==> src/rtl/h3x3_pkg.sv <==
`timescale 1ns / 1ps
// ----------------------------------------------------------------------------
// h3x3_pkg
// Shared widths, lane control type and fixed-point helpers for the
// homogeneous 3x3 transform accumulator.
// ----------------------------------------------------------------------------
package h3x3_pkg;

    localparam int WORD_W = 32;
    localparam int FRAC   = 16;
    localparam int PROD_W = 2 * WORD_W;
    localparam int ACC_W  = WORD_W + FRAC + 2;
    localparam int SUM_W  = ACC_W + 2;
    localparam int NUM_W  = WORD_W + FRAC;
    localparam int LANES  = 3;

    typedef logic signed [WORD_W-1:0] word_t;
    typedef logic signed [ACC_W-1:0]  acc_t;
    typedef logic signed [SUM_W-1:0]  sum_t;

    localparam word_t ONE_Q = word_t'(1) <<< FRAC;
    localparam word_t W_MAX = {1'b0, {(WORD_W-1){1'b1}}};
    localparam word_t W_MIN = {1'b1, {(WORD_W-1){1'b0}}};

    localparam logic [1:0] FN_IDENT = 2'd0;
    localparam logic [1:0] FN_MUL   = 2'd1;
    localparam logic [1:0] FN_INV   = 2'd2;

    typedef struct packed {
        logic clr;
        logic mul_en;
        logic neg;
    } lane_ctl_t;

    typedef struct packed {
        logic [3:0] p;
        logic [3:0] q;
        logic [3:0] r;
        logic [3:0] s;
    } cof_idx_t;

    // Saturate a wide sum to the signed word range.
    function automatic word_t sat_word(input sum_t v);
        if (v > sum_t'(W_MAX)) begin
            return W_MAX;
        end else if (v < sum_t'(W_MIN)) begin
            return W_MIN;
        end
        return word_t'(v);
    endfunction

    // Identity entry at row-major position n.
    function automatic word_t ident(input logic [3:0] n);
        return (n == 4'd0 || n == 4'd4 || n == 4'd8) ? ONE_Q : '0;
    endfunction

    // Cofactor c[n] = p*q - r*s over entries of the current matrix.
    function automatic cof_idx_t cof_idx(input logic [3:0] n);
        cof_idx_t c;
        unique case (n)
            4'd0:    c = '{4'd4, 4'd8, 4'd5, 4'd7};
            4'd1:    c = '{4'd2, 4'd7, 4'd1, 4'd8};
            4'd2:    c = '{4'd1, 4'd5, 4'd2, 4'd4};
            4'd3:    c = '{4'd5, 4'd6, 4'd3, 4'd8};
            4'd4:    c = '{4'd0, 4'd8, 4'd2, 4'd6};
            4'd5:    c = '{4'd2, 4'd3, 4'd0, 4'd5};
            4'd6:    c = '{4'd3, 4'd7, 4'd4, 4'd6};
            4'd7:    c = '{4'd1, 4'd6, 4'd0, 4'd7};
            4'd8:    c = '{4'd0, 4'd4, 4'd1, 4'd3};
            default: c = '{4'd0, 4'd0, 4'd0, 4'd0};
        endcase
        return c;
    endfunction

endpackage

==> src/rtl/h3x3_lane.sv <==
`timescale 1ns / 1ps
// ----------------------------------------------------------------------------
// h3x3_lane
// One multiply-accumulate lane: registered Q product, exact accumulate.
// ----------------------------------------------------------------------------
module h3x3_lane (
    input  logic                 aclk,
    input  logic                 aresetn,
    input  h3x3_pkg::lane_ctl_t  ctl,
    input  h3x3_pkg::word_t      a,
    input  h3x3_pkg::word_t      b,
    output h3x3_pkg::acc_t       acc,
    output h3x3_pkg::word_t      acc_sat
);
    import h3x3_pkg::*;

    logic signed [PROD_W-1:0] prod_reg;
    logic                     add_reg;
    logic                     neg_reg;
    acc_t                     acc_reg;
    acc_t                     term;

    // Truncate the product toward minus infinity.
    assign term = acc_t'(prod_reg >>> FRAC);

    // Register the product.
    always_ff @(posedge aclk) begin
        prod_reg <= a * b;
    end

    // Accumulate the registered product, with its add and sign flags registered alongside.
    always_ff @(posedge aclk) begin
        if (!aresetn) begin
            add_reg <= 1'b0;
            neg_reg <= 1'b0;
            acc_reg <= '0;
        end else begin
            add_reg <= ctl.mul_en;
            neg_reg <= ctl.neg;
            if (ctl.clr) begin
                acc_reg <= '0;
            end else if (add_reg) begin
                acc_reg <= neg_reg ? acc_reg - term : acc_reg + term;
            end
        end
    end

    assign acc     = acc_reg;
    assign acc_sat = sat_word(sum_t'(acc_reg));

endmodule

==> config.mk <==
export PLATFORM = sky130hd
export DESIGN_NAME = h3x3_lane
export DESIGN_NICKNAME = d
export VERILOG_FILES = /design/src/rtl/h3x3_pkg.sv /design/src/rtl/h3x3_lane.sv
export SDC_FILE = /design/constraint.sdc
export NUM_CORES = 2
export LEC_CHECK = 0
export BUFFER_PORTS_ARGS = -buffer_cell sky130_fd_sc_hd__buf_4
export CAP_MARGIN = 20
export CELL_PAD_IN_SITES_DETAIL_PLACEMENT = 0
export CELL_PAD_IN_SITES_GLOBAL_PLACEMENT = 1
export CORE_UTILIZATION = 45
export CTS_CLUSTER_DIAMETER = 50
export CTS_CLUSTER_SIZE = 28
export DETAILED_ROUTE_END_ITERATION = 12
export PLACE_DENSITY = 0.72
export SYNTH_ARGS = -nofsm -noshare
export SYNTH_HDL_FRONTEND = slang
export SYNTH_SLANG_ARGS = --single-unit
==> constraint.sdc <==
create_clock -name aclk -period 18.5 [get_ports aclk]
set_input_delay 3.7 -clock aclk [delete_from_list [all_inputs] [get_ports aclk]]
set_output_delay 3.7 -clock aclk [all_outputs]
set_load 0.01 [all_outputs]
# Word-level counts from Yosys, hierarchy flattened
# Cells that the tools add are included.
# W data, S select, Z words.
[totals] input_bits=69 output_inout_bits=82 ff_bits=116
[classes] n_mul=1 n_reduce_logical=1 addsub=2 n_bitwise=1 muxes=6 magnitude_cmp=2
[ops] cell="$mux W32" n=3
[ops] cell="$mul A32 B32 Y64" n=1
[ops] cell="$add A50 B48 Y50" n=1
[ops] cell="$gt A50 B32 Y1 const B" n=1
[ops] cell="$lt A50 B32 Y1 const B" n=1
[ops] cell="$mux W50" n=1
[ops] cell="$sub A50 B48 Y50" n=1
[ops] cell="$mux W1" n=2
[ops] cell="$reduce_or A2 Y1" n=1
[ops] cell="$not A1 Y1" n=1

# Depth between registers and ports, before layout
[logic_depth] word_depth=4 ltp_mapped=29 mapped_depth_nobuf=27

# Least setup slack after synthesis
# No wires, ideal clock.
[synth_path] path_kind="input port to flip-flop" from="input b[2]" to="register prod_reg[63]" path_buffers=1 required_time_ps=18428 slack_ps=7409 t_arrival_ps=11019 cell_stages=26 cell_sequence="clkbuf_1 nand2_1 inv_1 fa_1 fa_1 fa_1 fa_1 inv_1 fa_1 inv_1 fa_1 inv_1 fa_1 fa_1 inv_1 ha_1 a21o_1 a21o_1 a21oi_1 nor2b_1 o21ai_0 o2111ai_1 nand2_1 a311o_1 a21oi_1 xnor2_1"
[synth_between] elab_chain_len=1
[synth_lines] item="start, declared" line_no="h3x3_lane.sv:11" rtl="input h3x3_pkg::word_t b,"
[synth_lines] item="$mul A32 B32 Y64" line_no="h3x3_lane.sv:28" rtl="prod_reg <= a * b;"
[synth_lines] item="end signal, assigned" line_no="h3x3_lane.sv:28"
[synth_lines] item="end, declared" line_no="h3x3_lane.sv:17" rtl="logic signed [PROD_W-1:0] prod_reg;"
# No other way between the ends.
# A chain may end at the register's enable or synchronous reset.

# Worst setup path after layout
# Same ends and word-level chain as after synthesis.

==> metrics <==
Slew headroom 30.57%; critical path peak fanout 32; Yosys warnings 0; post-CTS setup buffer count 0; FP Rows 112; ys async rst share 0%; vias in the first global route 32470; ant diodes 0; DP Area 44250 um^2; Crit Path Class in2reg; Fin. Hold Viols 0; number of flip-flops under the largest register name 50; max incr delay on CP 1.01 ns; status finished clean; CTS Sinks 100; Final TNS setup 0 ns; clk slew on worst S/H paths 0.08 ns; GRT Resource Usage Total 25.07%; DIE WIDTH 308.9 um; DR iter-0 viols 1646; Synth Area in Adders 57.89%; CP endpoint kind flip-flop; Clock Tree Buf Depth 2; Hold Slack 0.5272 ns; CTS buffer count 9; Yosys top cell area share 51.10%; Synth Instances 4648; Clk Latency, worst-skew pair 0.36 ns; Max Freq 86.03 MHz; via count 30170; Synth top cells by count fa_1 (1082), inv_1 (988), nand2_1 (625), and2_1 (520), clkbuf_1 (232); fin crit period 11.62 ns; Compound-Gate Fraction of Synth Area 5.880%; DIE HEIGHT 308.9 um; CTS tree yes; pin count of the biggest net entering global routing 50; Max Cap Viol 0; unrepaired setup endpoints after global routing false; total global routing overflow 0; Synth area leaders fa_1 (51%), inv_1 (8.7%), and2_1 (7.7%); cell family with most CP delay adder cells; EDFF count, synth 0; xor and xnor area share after synthesis 2.996%; Core Area 93330 um^2; most used cell, CP fa_1; register bit count reported by yosys 100; initial antenna violation count 2; DP HPWL 92270 um; Post-Synthesis Cell Area 42390 um^2; Routed WL 114400 um; I/O pins 151; slowest CP cell fa_1; leading area contributor after synthesis fa_1; cts hold-fix bufs 0; crit path buf inv count 6; Distinct cells, synth 67; syn nets 6029; most common cell in the netlist fa_1; area grow syn2layout 5.130%; WL per Instance 19.61 um; hold crit path type reg2reg; # nets final 5956; Required @ worst endpoint 18.79 ns; die area 95430 um^2; Layout Skew 0.009262 ns; final setup violating endpoints 0; number of H-tree levels 3; Vias/cell 5.172; largest family of logic cells by synthesized area adder cells; startpoint type of the worst setup path primary input; simple-gate share of the synthesized area 17.03%; CTS root buffer clkbuf_16; Placer Congestion 0.8650; Primary FF master, synth dfxtp_1; Post-DRT Antenna Nets 0; final instance area 44560 um^2; post-cts repair resize count 0; Slew Viols, Final 0; multiplexer share of the synthesized area 0.5667%; WP data arrival 11.91 ns; average size of a mapped cell 9.120 um^2; Slew @ Worst Pin 1.035 ns; register area share after synthesis 4.723%; share of layout cells above drive strength 1 4.236%; DR pass1 iterations 7; PortBufs 150; first-pass GRT wire length 185100 um; initial core utilization 45.42%; DRC Markers 0; fin crit share 62.83%
-- tightest hold or removal path, stage by stage (launching register included) --
cell and delay (ns):
dfxtp_1 0.34, nor2_1 0.10, a211oi_1 0.04
-- per-layer routing --
layer  up-vias  GRT usage (%)  part of all wire, %
met5         -              0               0.0079
met4         2          3.580                  1.3
met3        99          3.720                  6.4
met2       789          39.95                   46
met1     15660          36.99                   47
li1      13620              -                    -
-- final cells by class --
cell class / instances / area (um^2)
well taps: 1254 / 1569
multi-input cells: 3317 / 35780
fillers: 9090 / 48770
inverters: 989 / 3712
clock inverters: 7 / 91.34
clock buffers: 9 / 225.2
flip-flops and latches: 100 / 2003
repair buffers: 158 / 1186
-- cells in the final DEF, fill, tap and decap left out, types with 4 or more instances in the layout --
master	count
fa_1	1082
inv_1	988
nand2_1	625
and2_1	520
ha_1	230
buf_4	158
a21oi_1	124
nor2_1	117
xnor2_1	101
dfxtp_1	99
o21ai_0	64
a21o_1	59
xor2_1	44
nand3_1	34
nand4_1	24
nor3_1	24
mux2i_1	24
nor2b_1	19
nor4_1	18
o21a_1	17
a211oi_1	16
nand2b_1	13
a31oi_1	13
o21bai_1	12
a21boi_0	11
or3_1	10
o211ai_1	10
and3_1	9
or4_1	9
clkbuf_16	9
o22ai_1	7
a221oi_1	6
o31ai_1	6
and4_1	6
a31o_2	6
nor3b_1	4
a41oi_1	4
a311o_1	4
-- metrics by stage --
stage	util (%)	worst slack, ns	cells
6_report	47.75	6.877	5834
3_3_place_gp	47.41	6.551	5818
5_1_grt	47.75	6.322	5834
3_5_place_dp	47.41	6.468	5818
4_1_cts	47.75	6.832	5834
2_1_floorplan	-	7.409	4648
-- worst paths after layout --
path / startpoint / slack (ns) / end / cells past startpoint
setup / recovery: b[2] / 6.88 / prod_reg[63]$_DFF_P_ / 26
hold / removal: acc[0]$_SDFFE_PP0P_ / 0.53 / acc[0]$_SDFFE_PP0P_ / 2
setup reg to reg: prod_reg[29]$_DFF_P_ / 12.94 / acc[49]$_SDFFE_PP0P_ / 19
hold reg to reg: acc[0]$_SDFFE_PP0P_ / 0.53 / acc[0]$_SDFFE_PP0P_ / 2
-- logic make-up after synthesis --
kind of cell,count (synthesis)
and+or+nand+nor,1448
adders and majority gates,1312
buffers and inverters,1231
AOI/OAI and AO/OA,388
xor gates and xnor gates,145
DFF,100
muxes,24
Power is left out: the tool's default activity adds up to more than one toggle a clock period on the data nets, which glitch-free logic cannot reach.
