$ cat src/rtl/h3x3_pkg.sv
`timescale 1ns / 1ps
// ----------------------------------------------------------------------------
// h3x3_pkg
// Shared widths, lane control type and fixed-point helpers for the
// homogeneous 3x3 transform accumulator.
// ----------------------------------------------------------------------------
package h3x3_pkg;

    localparam int WORD_W = 32;
    localparam int FRAC   = 16;
    localparam int PROD_W = 2 * WORD_W;
    localparam int ACC_W  = WORD_W + FRAC + 2;
    localparam int SUM_W  = ACC_W + 2;
    localparam int NUM_W  = WORD_W + FRAC;
    localparam int LANES  = 3;

    typedef logic signed [WORD_W-1:0] word_t;
    typedef logic signed [ACC_W-1:0]  acc_t;
    typedef logic signed [SUM_W-1:0]  sum_t;

    localparam word_t ONE_Q = word_t'(1) <<< FRAC;
    localparam word_t W_MAX = {1'b0, {(WORD_W-1){1'b1}}};
    localparam word_t W_MIN = {1'b1, {(WORD_W-1){1'b0}}};

    localparam logic [1:0] FN_IDENT = 2'd0;
    localparam logic [1:0] FN_MUL   = 2'd1;
    localparam logic [1:0] FN_INV   = 2'd2;

    typedef struct packed {
        logic clr;
        logic mul_en;
        logic neg;
    } lane_ctl_t;

    typedef struct packed {
        logic [3:0] p;
        logic [3:0] q;
        logic [3:0] r;
        logic [3:0] s;
    } cof_idx_t;

    // Saturate a wide sum to the signed word range.
    function automatic word_t sat_word(input sum_t v);
        if (v > sum_t'(W_MAX)) begin
            return W_MAX;
        end else if (v < sum_t'(W_MIN)) begin
            return W_MIN;
        end
        return word_t'(v);
    endfunction

    // Identity entry at row-major position n.
    function automatic word_t ident(input logic [3:0] n);
        return (n == 4'd0 || n == 4'd4 || n == 4'd8) ? ONE_Q : '0;
    endfunction

    // Cofactor c[n] = p*q - r*s over entries of the current matrix.
    function automatic cof_idx_t cof_idx(input logic [3:0] n);
        cof_idx_t c;
        unique case (n)
            4'd0:    c = '{4'd4, 4'd8, 4'd5, 4'd7};
            4'd1:    c = '{4'd2, 4'd7, 4'd1, 4'd8};
            4'd2:    c = '{4'd1, 4'd5, 4'd2, 4'd4};
            4'd3:    c = '{4'd5, 4'd6, 4'd3, 4'd8};
            4'd4:    c = '{4'd0, 4'd8, 4'd2, 4'd6};
            4'd5:    c = '{4'd2, 4'd3, 4'd0, 4'd5};
            4'd6:    c = '{4'd3, 4'd7, 4'd4, 4'd6};
            4'd7:    c = '{4'd1, 4'd6, 4'd0, 4'd7};
            4'd8:    c = '{4'd0, 4'd4, 4'd1, 4'd3};
            default: c = '{4'd0, 4'd0, 4'd0, 4'd0};
        endcase
        return c;
    endfunction

endpackage

$ cat src/rtl/h3x3_merge.sv
`timescale 1ns / 1ps
// ----------------------------------------------------------------------------
// h3x3_merge
// Combine the exact lane sums into the saturated determinant.
// ----------------------------------------------------------------------------
module h3x3_merge (
    input  h3x3_pkg::acc_t  acc0,
    input  h3x3_pkg::acc_t  acc1,
    input  h3x3_pkg::acc_t  acc2,
    output h3x3_pkg::word_t det
);
    import h3x3_pkg::*;

    sum_t total;

    // Sum exactly, saturate once.
    assign total = sum_t'(acc0) + sum_t'(acc1) + sum_t'(acc2);
    assign det   = sat_word(total);

endmodule

$ cat config.mk
export PLATFORM = sky130hd
export DESIGN_NAME = h3x3_merge
export DESIGN_NICKNAME = d
export VERILOG_FILES = /design/src/rtl/h3x3_pkg.sv /design/src/rtl/h3x3_merge.sv
export SDC_FILE = /design/constraint.sdc
export NUM_CORES = 1
export LEC_CHECK = 0
export BUFFER_PORTS_ARGS = -buffer_cell sky130_fd_sc_hd__buf_2
export CAP_MARGIN = 20
export CORE_MARGIN = 4
export CORE_UTILIZATION = 49
export DETAILED_ROUTE_END_ITERATION = 12
export GPL_ROUTABILITY_DRIVEN = 0
export PLACE_DENSITY = 0.85
export SYNTH_ARGS = -nofsm -noshare
export SYNTH_HDL_FRONTEND = slang
export SYNTH_SLANG_ARGS = --single-unit
$ cat constraint.sdc
create_clock -name vclk -period 8.05
set_clock_uncertainty 0.15 [all_clocks]
set_input_delay 1.61 -clock vclk [all_inputs]
set_output_delay 1.61 -clock vclk [all_outputs]
set_load 0.01 [all_outputs]
After elaboration in Yosys (flattened, before gate mapping). Index checks and enable logic that the tools add are counted.

Bits in registers: 0. Input port bits: 150.

$add $sub $neg: 2. Magnitude comparators: 2. Mux-type cells: 5.

Operator list (count): two-way mux 32 bit (3); adder 51 x 50 -> 52 bit (1); > comparator 52 x 32 -> 1 bit (second input constant) (1); < comparator 52 x 32 -> 1 bit (second input constant) (1); adder 50 x 50 -> 51 bit (1); two-way mux 1 bit (2).

Depth between registers and ports, before layout. Gate-level depths: netlist of the first run.

Word-level depth: 6. Gate-level depth with buffers: 16. Mapped depth without buffers: 15.

Worst setup path before layout of the first run. OpenSTA, ideal clock, no wires.

Kind: input to output. From: in acc0[1]. To: out det[30]. Data arrival time: 5.151 ns. Data required time: 6.290 ns. Path slack: 1.139 ns. Cell stages on the path: 16. Buffers on the path: 1. Cell sequence: fa_1 > ha_1 > inv_1 > fa_1 > nand2b_1 > a21oi_1 > o2111a_1 > o211ai_1 > a21oi_1 > o311ai_0 > a2111oi_1 > nand3_1 > nor4_4 > buf_6 > nand4_1 > nand3_1.

Longest elaborated chain between the ends: 6. Elaborated cells between the ends (all ways): 8.

Ends and longest elaborated chain: start, declared (line h3x3_merge.sv:7) `input h3x3_pkg::acc_t acc0,`; adder 50 x 50 -> 51 bit * (line h3x3_merge.sv:17) `assign total = sum_t'(acc0) + sum_t'(acc1) + sum_t'(acc2);`; adder 51 x 50 -> 52 bit * (line h3x3_merge.sv:17); < comparator 52 x 32 -> 1 bit (line h3x3_pkg.sv:46) `end else if (v < sum_t'(W_MIN)) begin`; two-way mux 1 bit (line h3x3_pkg.sv:46); two-way mux 1 bit (line h3x3_pkg.sv:44) `if (v > sum_t'(W_MAX)) begin`; two-way mux 32 bit * (line h3x3_pkg.sv:49) `return word_t'(v);`; end, declared (line h3x3_merge.sv:10) `output h3x3_pkg::word_t det`.

Mark *: on every way between the ends. The rest lies on a longest branch, timed or not.

Worst setup path after layout of the first run.
From: in acc0[1]. To: out det[17].

Same word-level chain as after synthesis.

==> results of run 1 <==
## per-layer routing
layer	up-vias	wire [um]
li1	2928	-
met1	2807	6690
met2	295	6930
met3	36	1430
met4	0	320
met5	-	0
## cell families (layout without fill, tap and decap cells)
family	count (synthesis)	in the layout	synth area share, %
buffers and inverters	55	204	5.35
adders and majority gates	101	101	32.0
muxes	5	5	0.997
and+or+nand+nor	312	312	31.2
xor gates and xnor gates	36	36	6.13
AOI/OAI and AO/OA	195	195	24.3
## final timing paths
check / endpoint / slack (ns) / cells after the start
min: det[0] / 3.58 / 5
max: det[17] / 0.41 / 18
## cells in the final DEF (no fill, tap or decap), types with 5 or more instances in the layout
master,n
a21o_1,10
a21oi_1,65
a31oi_1,7
and2_1,6
and3_1,8
buf_2,182
buf_4,9
fa_1,51
ha_1,50
inv_1,13
nand2_1,101
nand2b_1,6
nand3_1,48
nand4_1,51
nor2_1,34
nor2b_1,8
nor3_1,15
nor3b_1,5
nor4_1,5
o211ai_1,10
o21a_1,10
o21ai_0,42
o21bai_1,6
or4_1,6
xnor2_1,23
xor2_1,12
## layout make-up
cell class,instances,share of cell area [%]
Tap cell,136,2.79
Multi-Input combinational cell,649,80.4
Timing Repair Buffer,191,16.1
Inverter,13,0.800
## worst max-delay path, stage by stage
cell,delay [ns]
buf_2,0.11
fa_1,0.54
ha_1,0.20
inv_1,0.06
fa_1,0.39
nand2b_1,0.18
a21oi_1,0.31
o2111a_1,0.31
o211ai_1,0.21
a21oi_1,0.30
o311ai_0,0.23
a2111oi_1,0.43
nand3_1,0.20
nor4_4,0.18
buf_4,0.27
nand4_1,0.12
nand3_1,0.11
buf_2,0.13
## report_power, final
group	internal (mW)	total [mW]	switching [mW]	leakage (nW)
logic	0.419	1.11	0.690	2.62
registers	0	0	0	0
clock network	0	0	0	0
total	0.419	1.11	0.690	2.62
==> summary.txt, run 1 <==
Floorplanning
  • Core ar.: around 10000 um2
  • I/O Pins: approximately 180
  • Die W: roughly 110 um
  • Initial core utilization: 50.0%
  • Die ar.: 12200 um2
  • Row cnt: 37
  • Die Y: 110 um

STA
  • Setup TNS: 0 ns
  • RSZ-0062 raised after global routing: no
  • Final hold violations: 0
  • Max Slew Vio Count: 0
  • Setup WS post-layout: 0.411 ns
  • Final worst-path cycle share: 94.9%
  • Fin Hold WS: 3.58 ns
  • Relative slew slack: 51.8%
  • Tightest Pin Transition: 0.716 ns
  • Final setup violation count: 0
  • Fin crit period: 7.64 ns
  • Max frequency: between 0.1 and 0.15 GHz

Route
  • Wirelength per Cell: between 15 and 20 um
  • Vias per Instance: 6.13
  • Post-route ant nets: 0
  • Drt initial violations: 620
  • WL final: 15400 um
  • DR vias: 6066
  • Detailed Routing Iterations Pass 1: 5
  • DRC: 0

Flow run
  • Max cap viols: 0

Layout
  • Core Util, Final: 59.3%
  • Seq cells: 0
  • Clkbuf count: 0
  • Proportion of layout cells with a drive suffix above 1: 24.3%
  • Non-Filler Instances: about 1000
  • Fill cells: 1015
  • Reg area: 0 um2
  • Nets: 1106
  • # diodes: 0
  • Area grow syn2layout: 18.5%
  • Multi-input gate area: around 4900 um2
  • Cell area after layout: 6100 um2

GRT
  • M1 GR Usage: 34.5%
  • Grt peak-use layer: met2
  • Overflow after GRT: 0
  • Total GRT Usage: 24.1%
  • Met2 global-route usage: 39.6%
  • First-pass GRT wire length: between 20000 and 30000 um
  • Vias in the first global route: between 5000 and 6000
  • Largest net degree at the start of global routing: 32
  • Initial antenna violation count: 0
  • Met3 Use GR: 2.74%

Worst setup path
  • Crit. End Element: output port
  • Arr. time, crit path: just under 6 ns
  • Worst EP required: 6.29 ns
  • Worst-path maximum fanout: 14
  • Worst setup SP type: primary input
  • Critical path class: in -> out
  • Critical Path Source: acc0[1]

Logic synthesis
  • Post-synthesis cell type count: 69
  • Mapped Cells: 704
  • Register area share after synthesis: 0%
  • Yosys top cell by area: fa_1
  • Syn. warnings: 0
  • Post-Syn Nets: 955
  • Synthesized area per cell: 7.31 um2
  • Post-Syn Area: 5140 um2
  • Most common cell in the netlist: nand2_1
  • Share of the synthesized area in the top cell type: 19.8%
  • Top cells by count, synth: nand2_1, a21oi_1, fa_1, nand4_1, ha_1
  • Largest cells by area after synthesis: fa_1, ha_1, nand2_1, a21oi_1, nand4_1

Clocking
  • Postcts setup bufs: 0
  • Hold buffer count at cts: 0
  • # resized after CTS: 0

Power
  • P_leak: 2.62 nW
  • Pwr Density: 182 nW/um2
  • Power, Total: ~1.1 mW
  • VDD IR-drop max: slightly below 0.09 mV

Placement
  • Placed cell count: between 900 and 1000
  • I/O Buffers: 182
  • Dpl cell area: 6100 um2
  • DP HPWL: around 13000 um
  • Post-place setup slack: 0.454 ns

Status
  • Outcome: finished, final reports clean

Min path
  • Min-delay worst type: in -> out
  • Hold_sp: acc2[0]
No activity file was read; power rests on OpenSTA's default activity.
==> inputs of run 2 (changes only) <==
Settings changed: ABC_AREA from default to 1, PLACE_DENSITY 0.85 to 0.83.
==> run 2 against run 1 <==
Synthesized cell count grew 51%. Global-route usage is essentially flat. Worst setup slack gained 0.80 ns. Largest cell class unchanged. Sequential share of layout area is the same. Critical path depth grew 1. Critical path type unchanged. Total power shrank 0.21%. Clock-buffer cell count is the same. Combinational power is essentially flat. Critical endpoint is now det[27]. Wire length grew 13%.
==> summary.txt, run 2 <==
Status
  • Outcome: finished, final reports clean

Route
  • DR vias: 6978
  • DRC: 0
  • Detailed Routing Iterations Pass 1: 5
  • Drt initial violations: 405
  • Vias per Instance: 5.02
  • Wirelength per Cell: 12.5 um
  • Post-route ant nets: 0
  • WL final: 17300 um

Layout
  • Seq cells: 0
  • Multi-input gate area: about 5000 um2
  • Commonest non-fill, non-tap cell in the layout: nand2_1
  • Cell area after layout: 6970 um2
  • Proportion of layout cells with a drive suffix above 1: 21.3%
  • Clkbuf count: 0
  • Reg area: 0 um2
  • Fill cells: 1239
  • Most frequent cells in the layout: nand2_1, inv_1, buf_2, nor2_1, fa_1
  • # diodes: 0
  • Nets: 1495
  • Area grow syn2layout: 17.0%
  • Non-Filler Instances: ~1400

STA
  • Fin crit period: 6.84 ns
  • Final setup violation count: 0
  • Max frequency: between 0.1 and 0.15 GHz
  • Tightest Pin Transition: 0.600 ns
  • Relative slew slack: 59.8%
  • Setup TNS: 0 ns
  • RSZ-0062 raised after global routing: no
  • Final hold violations: 0
  • Final worst-path cycle share: 84.9%
  • Max Slew Vio Count: 0
  • Fin Hold WS: 3.51 ns

Logic synthesis
  • Most common cell in the netlist: nand2_1
  • Post-Syn Nets: 1317
  • Synthesized area per cell: 5.59 um2
  • Register area share after synthesis: 0%
  • Yosys top cell by area: nand2_1
  • Top cells by count, synth: nand2_1, inv_1, nor2_1
  • Largest cells by area after synthesis: nand2_1, fa_1, inv_1, ha_1, nor2_1
  • Post-synthesis cell type count: 36
  • Post-Syn Area: 5960 um2
  • Mapped Cells: 1066
  • Share of the synthesized area in the top cell type: 28.0%
  • Syn. warnings: 0

Placement
  • Dpl cell area: 6970 um2
  • I/O Buffers: 182
  • Placed cell count: between 1000 and 1500
  • DP HPWL: between 15000 and 20000 um

Min path
  • Min-delay worst type: in -> out

Power
  • Pwr Density: 159 nW/um2
  • Power, Total: 1.11 mW
  • P_leak: roughly 4.2 nW
  • VDD IR-drop max: 0.0683 mV

Clocking
  • # resized after CTS: 0
  • Postcts setup bufs: 0
  • Hold buffer count at cts: 0

Floorplanning
  • I/O Pins: approximately 180
  • Die W: 118 um
  • Die ar.: 14000 um2
  • Die Y: ~120 um
  • Core ar.: about 12000 um2
  • Row cnt: 40
  • Initial core utilization: ~50%

Worst setup path
  • Worst EP required: around 6.3 ns
  • Worst-path maximum fanout: 31
  • Arr. time, crit path: 5.08 ns
  • Critical path class: in -> out
  • Crit. End Element: output port
  • Worst setup SP type: primary input

GRT
  • Vias in the first global route: 6753
  • Overflow after GRT: 0
  • Initial antenna violation count: 0
  • Largest net degree at the start of global routing: 32
  • First-pass GRT wire length: between 20000 and 30000 um
  • Total GRT Usage: 24.1%

Flow run
  • Max cap viols: 0
==> run 2: cell count changes in the layout (fill, tap and decap cells not counted), moves of 10 or more <==
cell and delta:
xor2_1 +11, inv_1 +182, xnor2_1 -17, nor2_1 +43, inv_2 +15, nand4_1 -38, nand3_1 -10, a21oi_1 -31
nand2_1 +344, nor2_2 +20, nand2_2 +28, o21ai_0 -38
==> run 2: cell families after synthesis <==
family	after synthesis	synth area share, %
AOI/OAI and AO/OA	53	5.06
and+or+nand+nor	664	48.2
adders and majority gates	101	27.6
xor gates and xnor gates	29	4.26
buffers and inverters	219	14.9
==> run 2: through the flow <==
step | utilization, % | worst slack (ns)
2_1_floorplan | - | 2.06
3_3_place_gp | 58.2 | 1.33
3_5_place_dp | 58.2 | 1.22
4_1_cts | 58.2 | 1.21
5_1_grt | 58.2 | 0.849
6_report | 58.2 | 1.21
==> run 2: worst paths after layout <==
check  startpoint  cells past startpoint  slack (ns)      end
max       acc0[1]                     19        1.21  det[27]
min       acc2[0]                      5        3.51   det[0]
==> run 2: power by group <==
| group | leakage (nW) | switching, mW | internal [mW] |
|---|---|---|---|
| Combinational | 4.20 | 0.712 | 0.394 |
| Clock | 0 | 0 | 0 |
| Sequential | 0 | 0 | 0 |
==> run 2: layer usage <==
| layer | up-vias | track usage [%] | part of all wire [%] |
|---|---|---|---|
| met5 | - | 0 | 0 |
| met4 | 0 | 7.33 | 3.3 |
| met3 | 48 | 2.30 | 8.0 |
| met2 | 305 | 43.7 | 47 |
| met1 | 3062 | 30.1 | 41 |
| li1 | 3563 | - | - |
==> run 2: cell type report <==
class | instances | share of cell area, %
timing repair buffer | 182 | 13.1
inverter | 213 | 11.5
multi-input combinational | 847 | 72.8
tap | 147 | 2.64
==> run 2: critical path, stage by stage <==
cell	delay, ns
buf_2	0.11
fa_1	0.53
ha_1	0.17
inv_1	0.06
fa_1	0.41
nor2_2	0.17
nand2_1	0.06
nand3_1	0.16
nand3_1	0.09
nand2_1	0.17
nand2_1	0.07
nand2_1	0.13
a21oi_1	0.10
xor2_1	0.19
nor2b_1	0.16
nand3_1	0.10
nand2_2	0.46
nand2_1	0.13
buf_2	0.17
