`src/rtl/h3x3_pkg.sv`:
```
`timescale 1ns / 1ps
// ----------------------------------------------------------------------------
// h3x3_pkg
// Shared widths, lane control type and fixed-point helpers for the
// homogeneous 3x3 transform accumulator.
// ----------------------------------------------------------------------------
package h3x3_pkg;

    localparam int WORD_W = 32;
    localparam int FRAC   = 16;
    localparam int PROD_W = 2 * WORD_W;
    localparam int ACC_W  = WORD_W + FRAC + 2;
    localparam int SUM_W  = ACC_W + 2;
    localparam int NUM_W  = WORD_W + FRAC;
    localparam int LANES  = 3;

    typedef logic signed [WORD_W-1:0] word_t;
    typedef logic signed [ACC_W-1:0]  acc_t;
    typedef logic signed [SUM_W-1:0]  sum_t;

    localparam word_t ONE_Q = word_t'(1) <<< FRAC;
    localparam word_t W_MAX = {1'b0, {(WORD_W-1){1'b1}}};
    localparam word_t W_MIN = {1'b1, {(WORD_W-1){1'b0}}};

    localparam logic [1:0] FN_IDENT = 2'd0;
    localparam logic [1:0] FN_MUL   = 2'd1;
    localparam logic [1:0] FN_INV   = 2'd2;

    typedef struct packed {
        logic clr;
        logic mul_en;
        logic neg;
    } lane_ctl_t;

    typedef struct packed {
        logic [3:0] p;
        logic [3:0] q;
        logic [3:0] r;
        logic [3:0] s;
    } cof_idx_t;

    // Saturate a wide sum to the signed word range.
    function automatic word_t sat_word(input sum_t v);
        if (v > sum_t'(W_MAX)) begin
            return W_MAX;
        end else if (v < sum_t'(W_MIN)) begin
            return W_MIN;
        end
        return word_t'(v);
    endfunction

    // Identity entry at row-major position n.
    function automatic word_t ident(input logic [3:0] n);
        return (n == 4'd0 || n == 4'd4 || n == 4'd8) ? ONE_Q : '0;
    endfunction

    // Cofactor c[n] = p*q - r*s over entries of the current matrix.
    function automatic cof_idx_t cof_idx(input logic [3:0] n);
        cof_idx_t c;
        unique case (n)
            4'd0:    c = '{4'd4, 4'd8, 4'd5, 4'd7};
            4'd1:    c = '{4'd2, 4'd7, 4'd1, 4'd8};
            4'd2:    c = '{4'd1, 4'd5, 4'd2, 4'd4};
            4'd3:    c = '{4'd5, 4'd6, 4'd3, 4'd8};
            4'd4:    c = '{4'd0, 4'd8, 4'd2, 4'd6};
            4'd5:    c = '{4'd2, 4'd3, 4'd0, 4'd5};
            4'd6:    c = '{4'd3, 4'd7, 4'd4, 4'd6};
            4'd7:    c = '{4'd1, 4'd6, 4'd0, 4'd7};
            4'd8:    c = '{4'd0, 4'd4, 4'd1, 4'd3};
            default: c = '{4'd0, 4'd0, 4'd0, 4'd0};
        endcase
        return c;
    endfunction

endpackage

```
`src/rtl/h3x3_div.sv`:
```
`timescale 1ns / 1ps
// ----------------------------------------------------------------------------
// h3x3_div
// Restoring divider, one quotient bit a cycle: (num << FRAC) / den,
// truncated toward zero and saturated to the word range.
// ----------------------------------------------------------------------------
module h3x3_div (
    input  logic            aclk,
    input  logic            aresetn,
    input  logic            start,
    input  h3x3_pkg::word_t num,
    input  h3x3_pkg::word_t den,
    output logic            done,
    output h3x3_pkg::word_t quot
);
    import h3x3_pkg::*;

    localparam int CNT_W = $clog2(NUM_W + 1);

    logic [NUM_W-1:0]  q_reg;
    logic [WORD_W-1:0] rem_reg;
    logic [WORD_W-1:0] dmag_reg;
    logic              neg_reg;
    logic [CNT_W-1:0]  cnt_reg;
    logic              busy_reg;
    logic              done_reg;

    logic signed [NUM_W-1:0] num_w;
    logic [NUM_W-1:0]        nmag;
    logic [WORD_W:0]         rem_sh;
    logic [WORD_W:0]         rem_sub;

    assign num_w   = {num, {FRAC{1'b0}}};
    assign nmag    = num_w[NUM_W-1] ? NUM_W'(-num_w) : NUM_W'(num_w);
    assign rem_sh  = {rem_reg, q_reg[NUM_W-1]};
    assign rem_sub = rem_sh - {1'b0, dmag_reg};

    // Iterate one bit per cycle.
    always_ff @(posedge aclk) begin
        if (!aresetn) begin
            busy_reg <= 1'b0;
            done_reg <= 1'b0;
            cnt_reg  <= '0;
        end else begin
            done_reg <= 1'b0;
            if (start) begin
                busy_reg <= 1'b1;
                cnt_reg  <= CNT_W'(NUM_W);
                q_reg    <= nmag;
                rem_reg  <= '0;
                dmag_reg <= den[WORD_W-1] ? WORD_W'(-den) : WORD_W'(den);
                neg_reg  <= num[WORD_W-1] ^ den[WORD_W-1];
            end else if (busy_reg) begin
                if (!rem_sub[WORD_W]) begin
                    rem_reg <= rem_sub[WORD_W-1:0];
                    q_reg   <= {q_reg[NUM_W-2:0], 1'b1};
                end else begin
                    rem_reg <= rem_sh[WORD_W-1:0];
                    q_reg   <= {q_reg[NUM_W-2:0], 1'b0};
                end
                cnt_reg <= cnt_reg - 1'b1;
                if (cnt_reg == CNT_W'(1)) begin
                    busy_reg <= 1'b0;
                    done_reg <= 1'b1;
                end
            end
        end
    end

    // Apply sign and saturate.
    always_comb begin
        if (!neg_reg) begin
            quot = (q_reg > NUM_W'(W_MAX)) ? W_MAX : word_t'(q_reg);
        end else begin
            quot = (q_reg > (NUM_W'(1) << (WORD_W - 1))) ? W_MIN
                                                         : word_t'(-q_reg);
        end
    end

    assign done = done_reg;

endmodule

```
`config.mk`:
```
export PLATFORM = sky130hd
export DESIGN_NAME = h3x3_div
export DESIGN_NICKNAME = d
export VERILOG_FILES = /design/src/rtl/h3x3_pkg.sv /design/src/rtl/h3x3_div.sv
export SDC_FILE = /design/constraint.sdc
export NUM_CORES = 1
export LEC_CHECK = 0
export ABC_AREA = 1
export BUFFER_PORTS_ARGS = -buffer_cell sky130_fd_sc_hd__buf_2
export CAP_MARGIN = 15
export CORE_MARGIN = 3
export CORE_UTILIZATION = 30
export CTS_CLUSTER_SIZE = 28
export DETAILED_ROUTE_END_ITERATION = 12
export HOLD_SLACK_MARGIN = 0.12
export MAX_ROUTING_LAYER = met4
export PLACE_DENSITY_LB_ADDON = 0.3
export RECOVER_POWER = 25
export SETUP_SLACK_MARGIN = 0.1
export SYNTH_ARGS = -nofsm -noshare
export SYNTH_HDL_FRONTEND = slang
export SYNTH_SLANG_ARGS = --single-unit
export TNS_END_PERCENT = 1
```
`constraint.sdc`:
```
create_clock -name aclk -period 5.93 [get_ports aclk]
set_clock_uncertainty 0.1 [all_clocks]
set_input_delay 1.779 -clock aclk [delete_from_list [all_inputs] [get_ports aclk]]
set_output_delay 1.779 -clock aclk [all_outputs]
set_load 0.1 [all_outputs]
```
# Word level (Yosys, flattened, before mapping)
# Index checks and enable logic that the tools add are counted.
# Widths: inputs -> output; s select.
[word_totals]
input_bits = 67
output_inout_bits = 33
ff_bits = 121
[classes]
reduce_logical = 5
n_addsub = 5
n_eq_ne = 1
bitwise = 3
mux = 16
order_cmp = 2
[op_table]
columns = ["cell", "count"]
rows = [
  ["$mux 32", 5],
  ["$mux 48", 3],
  ["$neg 32->32", 2],
  ["$gt 48x31->1 const B", 1],
  ["$gt 48x32->1 const B", 1],
  ["$neg 48->48", 1],
  ["$sub 33x32->33", 1],
  ["$mux 31", 1],
  ["$mux 6", 2],
  ["$eq 6x1->1 const B", 1],
  ["$sub 6x1->6 const B", 1],
  ["$mux 1", 5],
  ["$reduce_and 2->1", 2],
  ["$reduce_or 3->1", 1],
  ["$not 1->1", 2],
  ["$reduce_bool 2->1", 1],
  ["$reduce_or 2->1", 1],
  ["$xor 1x1->1", 1],
]

# Longest topological paths before layout
# Gate-level depths: netlist (run 1).
[logic_depth]
word_depth = 4
mapped_depth = 18
ltp_nobuf = 17

# Worst setup path after synthesis (run 1)
# OpenSTA, ideal clock, no wires.
[synth_timing]
path_type = "register to output"
from = "register q_reg[0]"
to = "output quot[10]"
path_stages_with_launch = 12
path_slack_ns = 0.421
arrival_ns = 3.630
required_ns = 4.051
path_cell_list = "edfxtp_1 -> inv_1 -> ha_1 -> nand2_2 -> nor2_4 -> nand2_2 -> nor2_4 -> and3_4 -> nand2_4 -> o21ai_4 -> nand2_4 -> o21ai_0"
[synth_via]
elab_chain_len = 3
[synth_rtl]
columns = ["element", "line_no", "rtl"]
rows = [
  ["start: declaration", "h3x3_div.sv:20", "logic [NUM_W-1:0] q_reg;"],
  ["start signal: assignment", "h3x3_div.sv:49", "q_reg <= nmag;"],
  ["start signal: assignment", "h3x3_div.sv:56", "q_reg <= {q_reg[NUM_W-2:0], 1'b1};"],
  ["start signal: assignment", "h3x3_div.sv:59", "q_reg <= {q_reg[NUM_W-2:0], 1'b0};"],
  ["$gt 48x31->1 (tied with other cells)", "h3x3_div.sv:73", "quot = (q_reg > NUM_W'(W_MAX)) ? W_MAX : word_t'(q_reg);"],
  ["$mux 32 (on tied branches)", "h3x3_div.sv:73, h3x3_div.sv:75", ""],
  ["$mux 32 (*)", "h3x3_div.sv:72", "if (!neg_reg) begin"],
  ["end: declaration", "h3x3_div.sv:14", "output h3x3_pkg::word_t quot"],
]
# Every way passes the cells marked *; elsewhere a longest branch is shown, timed or not.

# Final worst setup path (run 1)
[layout_timing]
from = "register q_reg[37]"
to = "output quot[6]"
[layout_via]
elab_chain_len = 3
[layout_rtl]
columns = ["element", "line_no"]
rows = [
  ["$gt 48x31->1 or $gt 48x32->1 (tied branches)", "h3x3_div.sv:73, h3x3_div.sv:75"],
  ["$mux 32 (on tied branches)", "h3x3_div.sv:73, h3x3_div.sv:75"],
  ["$mux 32 (*)", "h3x3_div.sv:72"],
]
# Marks and branches as above.

==> results of run 1 <==
==> Yosys cell counts (2+ instances only) <==
cell type / instances / area (sq um)
inv_1: 257 / 965
nand3_1: 88 / 440
or2_2: 2 / 12.5
a21o_1: 2 / 15.0
nor4_1: 6 / 37.5
dfxtp_1: 8 / 160
nor2_4: 2 / 22.5
nand4_1: 24 / 150
buf_6: 7 / 78.8
buf_2: 2 / 10.0
a31oi_1: 5 / 31.3
o21ai_2: 20 / 175
nor2_2: 5 / 31.3
a21oi_1: 31 / 155
edfxtp_1: 113 / 3390
nand2_1: 447 / 1680
o31ai_1: 2 / 15.0
nand3b_1: 9 / 67.6
nand2_2: 6 / 37.5
nor3b_1: 3 / 22.5
ha_1: 37 / 463
nor3_1: 22 / 110
nor2_1: 215 / 807
nand2_4: 2 / 22.5
o21ai_0: 83 / 415
clkbuf_1: 22 / 82.6
o21ai_1: 3 / 15.0
xor2_1: 80 / 701
xnor2_1: 12 / 105
buf_1: 2 / 7.51
o21bai_1: 5 / 37.5
==> worst paths after layout <==
path	end	slack (ns)	cells after the start
min	cnt_reg[1]	0.40	2
max	quot[6]	1.02	8
min reg2reg	cnt_reg[1]	0.40	2
max reg2reg	rem_reg[24]	2.70	17
==> cell families after synthesis <==
family          Yosys count
simple gates            835
buf+inv                 292
compound gates          154
flops                   121
xor+xnor                 92
fa+ha+maj                38
==> metrics by stage <==
| step | setup WS [ns] | hold slack (ns) | instance area [sq um] | instances |
|---|---|---|---|---|
| global route | 0.749 | 0.436 | 11900 | 2082 |
| finish | 1.02 | 0.404 | 11900 | 2082 |
| global placement | 1.58 | 0.392 | 11300 | 2050 |
| detailed placement | 1.53 | 0.401 | 11300 | 2050 |
| CTS | 1.06 | 0.410 | 11900 | 2082 |
| floorplan | 0.421 | 0.376 | 10400 | 1532 |
==> power by group through the flow <==
| stage | Combinational, mW | Sequential, mW | Clock [mW] |
|---|---|---|---|
| 3_5_place_dp | 1.16 | 1.15 | 0 |
| 5_1_grt | 1.33 | 1.14 | 1.11 |
| 2_1_floorplan | 0.917 | 1.12 | 0 |
| 6_report | 1.17 | 1.13 | 1.05 |
| 4_1_cts | 1.17 | 1.13 | 1.07 |
| 3_3_place_gp | 1.16 | 1.14 | 0 |
==> metal layers <==
layer  vias to the layer above  global-route usage
li1                       5027                   -
met1                      4449               0.225
met2                       235               0.247
met3                        36              0.0217
met4                         0              0.0483
met5                         -                   -
==> layout make-up <==
type	count	area [sq um]	area share
timing repair buffer	104	527	0.0444
clock inverter	12	110	0.00929
clock buffer	20	489	0.0413
multi-input combinational	1119	5650	0.476
inverter	258	968	0.0817
sequential	121	3550	0.300
tap	448	561	0.0473
==> worst max-delay path, stage by stage, from the launching register on <==
cell and delay, ns:
edfxtp_1 0.40, nor2_1 0.13, nand4_1 0.13, nor2_1 0.18
nand2_1 0.54, o21ai_4 0.25, nand2_4 0.24, o21ai_0 0.26
buf_2 0.46
==> cell usage in the layout (no fill, tap or decap), types with 2 or more instances in the layout <==
cell type	synthesis	routed
nand2_1	447	447
inv_1	257	257
nor2_1	215	215
edfxtp_1	113	113
buf_2	2	94
nand3_1	88	88
o21ai_0	83	84
xor2_1	80	80
ha_1	37	37
a21oi_1	31	31
nand4_1	24	24
nor3_1	22	23
o21ai_2	20	20
clkbuf_16	0	19
xnor2_1	12	12
nand3b_1	9	9
dfxtp_1	8	8
inv_6	0	8
nor4_1	6	6
nand2_2	6	6
a31oi_1	5	5
nor2_2	5	5
o21bai_1	5	5
clkbuf_1	22	5
buf_4	1	5
nor3b_1	3	3
inv_8	0	3
nor2_4	2	2
nand2_4	2	2
o21ai_1	3	2
o31ai_1	2	2
or2_2	2	2
a21o_1	2	2
==> impl_metrics.yaml, run 1 <==
final_layout:
  drive_gt1_frac: 0.105
  fin_util: 0.351
  area_delta_synth_final_pct: 14.4
  largest_reg_flops: 48
  nNetsFinal: 1726
  antenna_cells: 0
  fillers: 3669
clocking:
  cts.repair.resized: 0
  postCtsSetupBuffers: 0
  path_clk_slew_ns: 0.07
  numCtsBuffers: 17
  htreeDepth: 4
  clock_latency_ns: 0.43
  cts_tree: "yes"
  cts_buffer_depth: 2
  root_buffer: "clkbuf_16"
  clkSinkCount: 121
  cts_hold_buf: 0
worst_setup_path:
  reg2reg_from: "q_reg[47]"
  crit_path_end_kind: "primary output"
  path_max_fanout: 32
  startpoint_type: "flop"
  cp-startpoint: "q_reg[37]"
  required_ns: 4.05
  cp.arrival_ns: 3.03
  worstSetupPathType: "flop to primary output"
power:
  ir_drop_mv: 0.166
  switching_share: 0.395
  p_seq_frac: 0.337
  p_sw_mw: 1.32
  leakage_nw: 5.85
  comb_power_share: 0.349
  finalPower_mw: 3.35
  internal-power_mw: 2.03
  clock_power_share: 0.314
  p_per_area_nw_per_um2: 283
run_status:
  status: "finished with violations"
  failed_checks: "max-capacitance violations, max-slew violations"
routing:
  met1_length_microns: 14100
  drtIter0Drc: 711
  viasPerCell: 4.68
  wl_met2_microns: 12600
  dr_wl_met3_microns: 1240
  wl_microns: 28500
  routed.top_layer: "met4"
  firstDrtPassIters: 5
  vias: 9747
  ant_nets: 0
  route.detailed.drc: 0
  wl_per_cell_microns: 13.7
floorplan:
  core_area_sq_um: 33800
  ios: 100
  die_w_microns: 192
  start_util: 0.307
  row_count: 67
  fp.dieArea_sq_um: 36800
  die-height_microns: 192
yosys:
  synth_fp_nets: 1637
  synth_cell_types: 41
  synth_edf_count: 113
  yosysWarnings: 0
  synthSimpleGateAreaFrac: 0.335
  synth_area_per_cell_sq_um: 6.76
  yosys.area_share.adder: 0.0466
  synth_seq_area_share: 0.343
  ys_ff_latch: 121
  synthFlopType: "edfxtp_1"
  synth-compound-area-share: 0.0860
  synth_mux_area_frac: 0
  syn-cell-area_sq_um: 10400
  synth-async-reset-ratio: 0
  synthCells: 1532
  synthXorXnorAreaFrac: 0.0778
  synth_top_family_by_area: "simple AND/OR/NAND/NOR gates"
placed_design:
  post-dp-hpwl_microns: 22600
  place.gp.congestion: 0.958
  io_buffers: 99
grt:
  antenna_found_initial: 0
  grt_pass1_wl_microns: 46500
  grtUsageTotal: 0.162
  globalRouteOverflowTotal: 0
  grt_max_degree: 34
  grt_pass1_vias: 9268
sta:
  fmax_mhz: 204
  hold_violations: 0
  post-route-min-period_ns: 4.91
  setup_tns_ns: 0
  timing.slew.headroom: -0.136
  rsz0062_at_grt: "false"
  slew_violations: 34
  setup_viol: 0
  fin_crit_sh: 0.828
  tightest_slew_ns: 1.70
hold_path:
  hp-start: "cnt_reg[1]"
  worst_hold_path_type: "flop to flop"
job:
  cap_viol_max_count: 1
No activity file was read; power rests on OpenSTA's default activity.
==> inputs of run 2 (changes only) <==
- ABC_AREA: 1 -> 0
- clock period: 5.93 -> 4.9 ns (I/O delays scaled with it)
==> impl_metrics.yaml, run 2 <==
final_layout:
  largest_reg_flops: 48
  drive_gt1_frac: 0.199
  mostFrequentLayoutCell: "nand2_1"
  design_area_sq_um: 11500
  antenna_cells: 0
  final_cell_mix: "nand2_1, edfxtp_1, a21oi_1, nor2_1, buf_2"
  multi_input_area_sq_um: 5310
  area_delta_synth_final_pct: 30.7
  fillers: 2767
  seq_area_sq_um: 3550
  nNetsFinal: 1217
  fin_cells: 1503
worst_setup_path:
  cpMaxStageDelayCell: "or4_4"
  required_ns: 3.33
  path_cells: "or2_1, or4_4, or4_4, or3_4, or3_4, or3_4, nor3_4, xnor2_1, o21a_2, buf_12"
  startpoint_type: "flop"
  cp_common_cell: "or3_4"
  worstSetupPathType: "flop to primary output"
  max_stage_delay_ns: 0.53
  path_max_fanout: 3
  cp.arrival_ns: 3.69
  crit_path_end_kind: "primary output"
grt:
  grt_pass1_vias: 7318
  grtUsageTotal: 0.151
  antenna_found_initial: 0
  grt_max_degree: 60
  grt_pass1_wl_microns: 37400
  globalRouteOverflowTotal: 0
routing:
  viasPerCell: 5.10
  ant_nets: 0
  wl_microns: 22800
  firstDrtPassIters: 7
  wl_per_cell_microns: 15.2
  drtIter0Drc: 510
  route.detailed.drc: 0
  vias: 7669
placed_design:
  place_inst: 1469
  dp_worst_setup_slack_ns: 0.0757
  io_buffers: 99
  place.gp.congestion: 0.843
  post-dp-hpwl_microns: 16600
  placed_area_sq_um: 10800
sta:
  setup_viol: 4
  post-route-min-period_ns: 5.26
  fmax_mhz: 190
  fin_crit_sh: 1.07
  holdWs_ns: 0.401
  timing.slew.headroom: -0.697
  slew_violations: 60
  rsz0062_at_grt: "true"
  fin_ws_ns: -0.359
  tightest_slew_ns: 2.55
  hold_violations: 0
floorplan:
  start_util: 0.310
  die_w_microns: 177
  row_count: 61
  core_area_sq_um: 28300
  die-height_microns: 177
  ios: 100
  fp.dieArea_sq_um: 31300
power:
  switching_share: 0.337
  finalPower_mw: 3.92
  p_sw_mw: 1.32
  ir_drop_mv: 0.187
  internal-power_mw: 2.60
  p_seq_frac: 0.335
  leakage_nw: 4.39
  p_per_area_nw_per_um2: 341
  clock_power_share: 0.345
  comb_power_share: 0.320
yosys:
  synth_fp_nets: 1102
  synth_area_per_cell_sq_um: 8.80
  synthCells: 997
  synth-async-reset-ratio: 0
  netlist_top_cells_area: "edfxtp_1, nand2_1, ha_1"
  synth_edf_count: 113
  yosysWarnings: 0
  syn-cell-area_sq_um: 8770
  synth.top_cells.by_count: "nand2_1, edfxtp_1, a21oi_1"
  synth_top_area_share: 0.387
  synth_most_common_cell: "nand2_1"
  synth_cell_types: 67
  ys_ff_latch: 121
  post-synth-top-area-cell: "edfxtp_1"
  synthFlopType: "edfxtp_1"
  synth_seq_area_share: 0.405
run_status:
  failed_checks: "max-capacitance violations, max-slew violations, negative setup slack"
  status: "finished with violations"
hold_path:
  worst_hold_path_type: "flop to flop"
clocking:
  root_buffer: "clkbuf_16"
  clkSinkCount: 121
  cts_tree: "yes"
  htreeDepth: 4
  clock_latency_ns: 0.42
  cts_buffer_depth: 2
  cts_hold_buf: 0
  path_clk_slew_ns: 0.06
  numCtsBuffers: 17
job:
  cap_viol_max_count: 1
-- run 2: logic make-up (layout without fill, tap and decap cells) --
| logic type | after synthesis | count (layout) | synth area share |
|---|---|---|---|
| AO/OA/AOI/OAI | 264 | 264 | 0.191 |
| buffers and inverters | 108 | 236 | 0.0462 |
| flip-flops | 121 | 121 | 0.405 |
| multiplexers | 6 | 6 | 0.00741 |
| AND/OR/NAND/NOR | 369 | 369 | 0.205 |
| adder cells (fa/ha/maj) | 38 | 38 | 0.0550 |
| XOR/XNOR | 91 | 91 | 0.0908 |
-- run 2: timing repair --
action,CTS,global route
setup buffers,1,1
pin swaps,10,5
gates cloned,0,0
endpoints found under the setup margin,27,27
gates resized for setup,13,6
-- run 2: per-stage QoR --
stage / util / setup TNS [ns]
after floorplan: - / -2.26
after global placement: 0.381 / 0
after detailed placement: 0.381 / 0
after CTS: 0.405 / -0.687
after global routing: 0.405 / -7.71
final: 0.405 / -0.695
-- run 2: critical path: cells and delay by family, from the launching register on --
family                 cells  cell delay, ns
flip-flops                 1            0.38
AND/OR/NAND/NOR            7            2.38
XOR/XNOR                   1            0.14
buffers and inverters      1            0.18
AO/OA/AOI/OAI              1            0.19
-- run 2: layout make-up --
cell class	count	area share
multi-input cells	768	0.463
flip-flops and latches	121	0.310
repair buffers	142	0.112
well taps	378	0.0412
clock buffers	21	0.0393
inverters	62	0.0203
clock inverters	11	0.0148
-- run 2: path summary, 6_finish.rpt --
check,start,end,cells past startpoint,slack [ns]
worst max-delay path,q_reg[13],quot[31],10,-0.36
worst min-delay path,cnt_reg[1],cnt_reg[1],2,0.40
worst max register to register,q_reg[47],rem_reg[23],14,0.94
worst min register to register,cnt_reg[1],cnt_reg[1],2,0.40
-- run 2: power groups by stage --
stage / clock network [mW] / registers [mW] / logic, mW
after global routing: 1.42 / 1.32 / 1.37
after floorplan: 0 / 1.32 / 0.883
final: 1.35 / 1.31 / 1.25
after CTS: 1.38 / 1.31 / 1.25
after detailed placement: 0 / 1.33 / 1.24
after global placement: 0 / 1.33 / 1.23
-- run 2: layer usage --
| layer | wire length [microns] | vias to the layer above | global-route usage |
|---|---|---|---|
| li1 | - | 3876 | - |
| met1 | 11100 | 3563 | 0.201 |
| met2 | 10300 | 204 | 0.237 |
| met3 | 1140 | 26 | 0.0272 |
| met4 | 295 | 0 | 0.0396 |
| met5 | 0 | - | - |
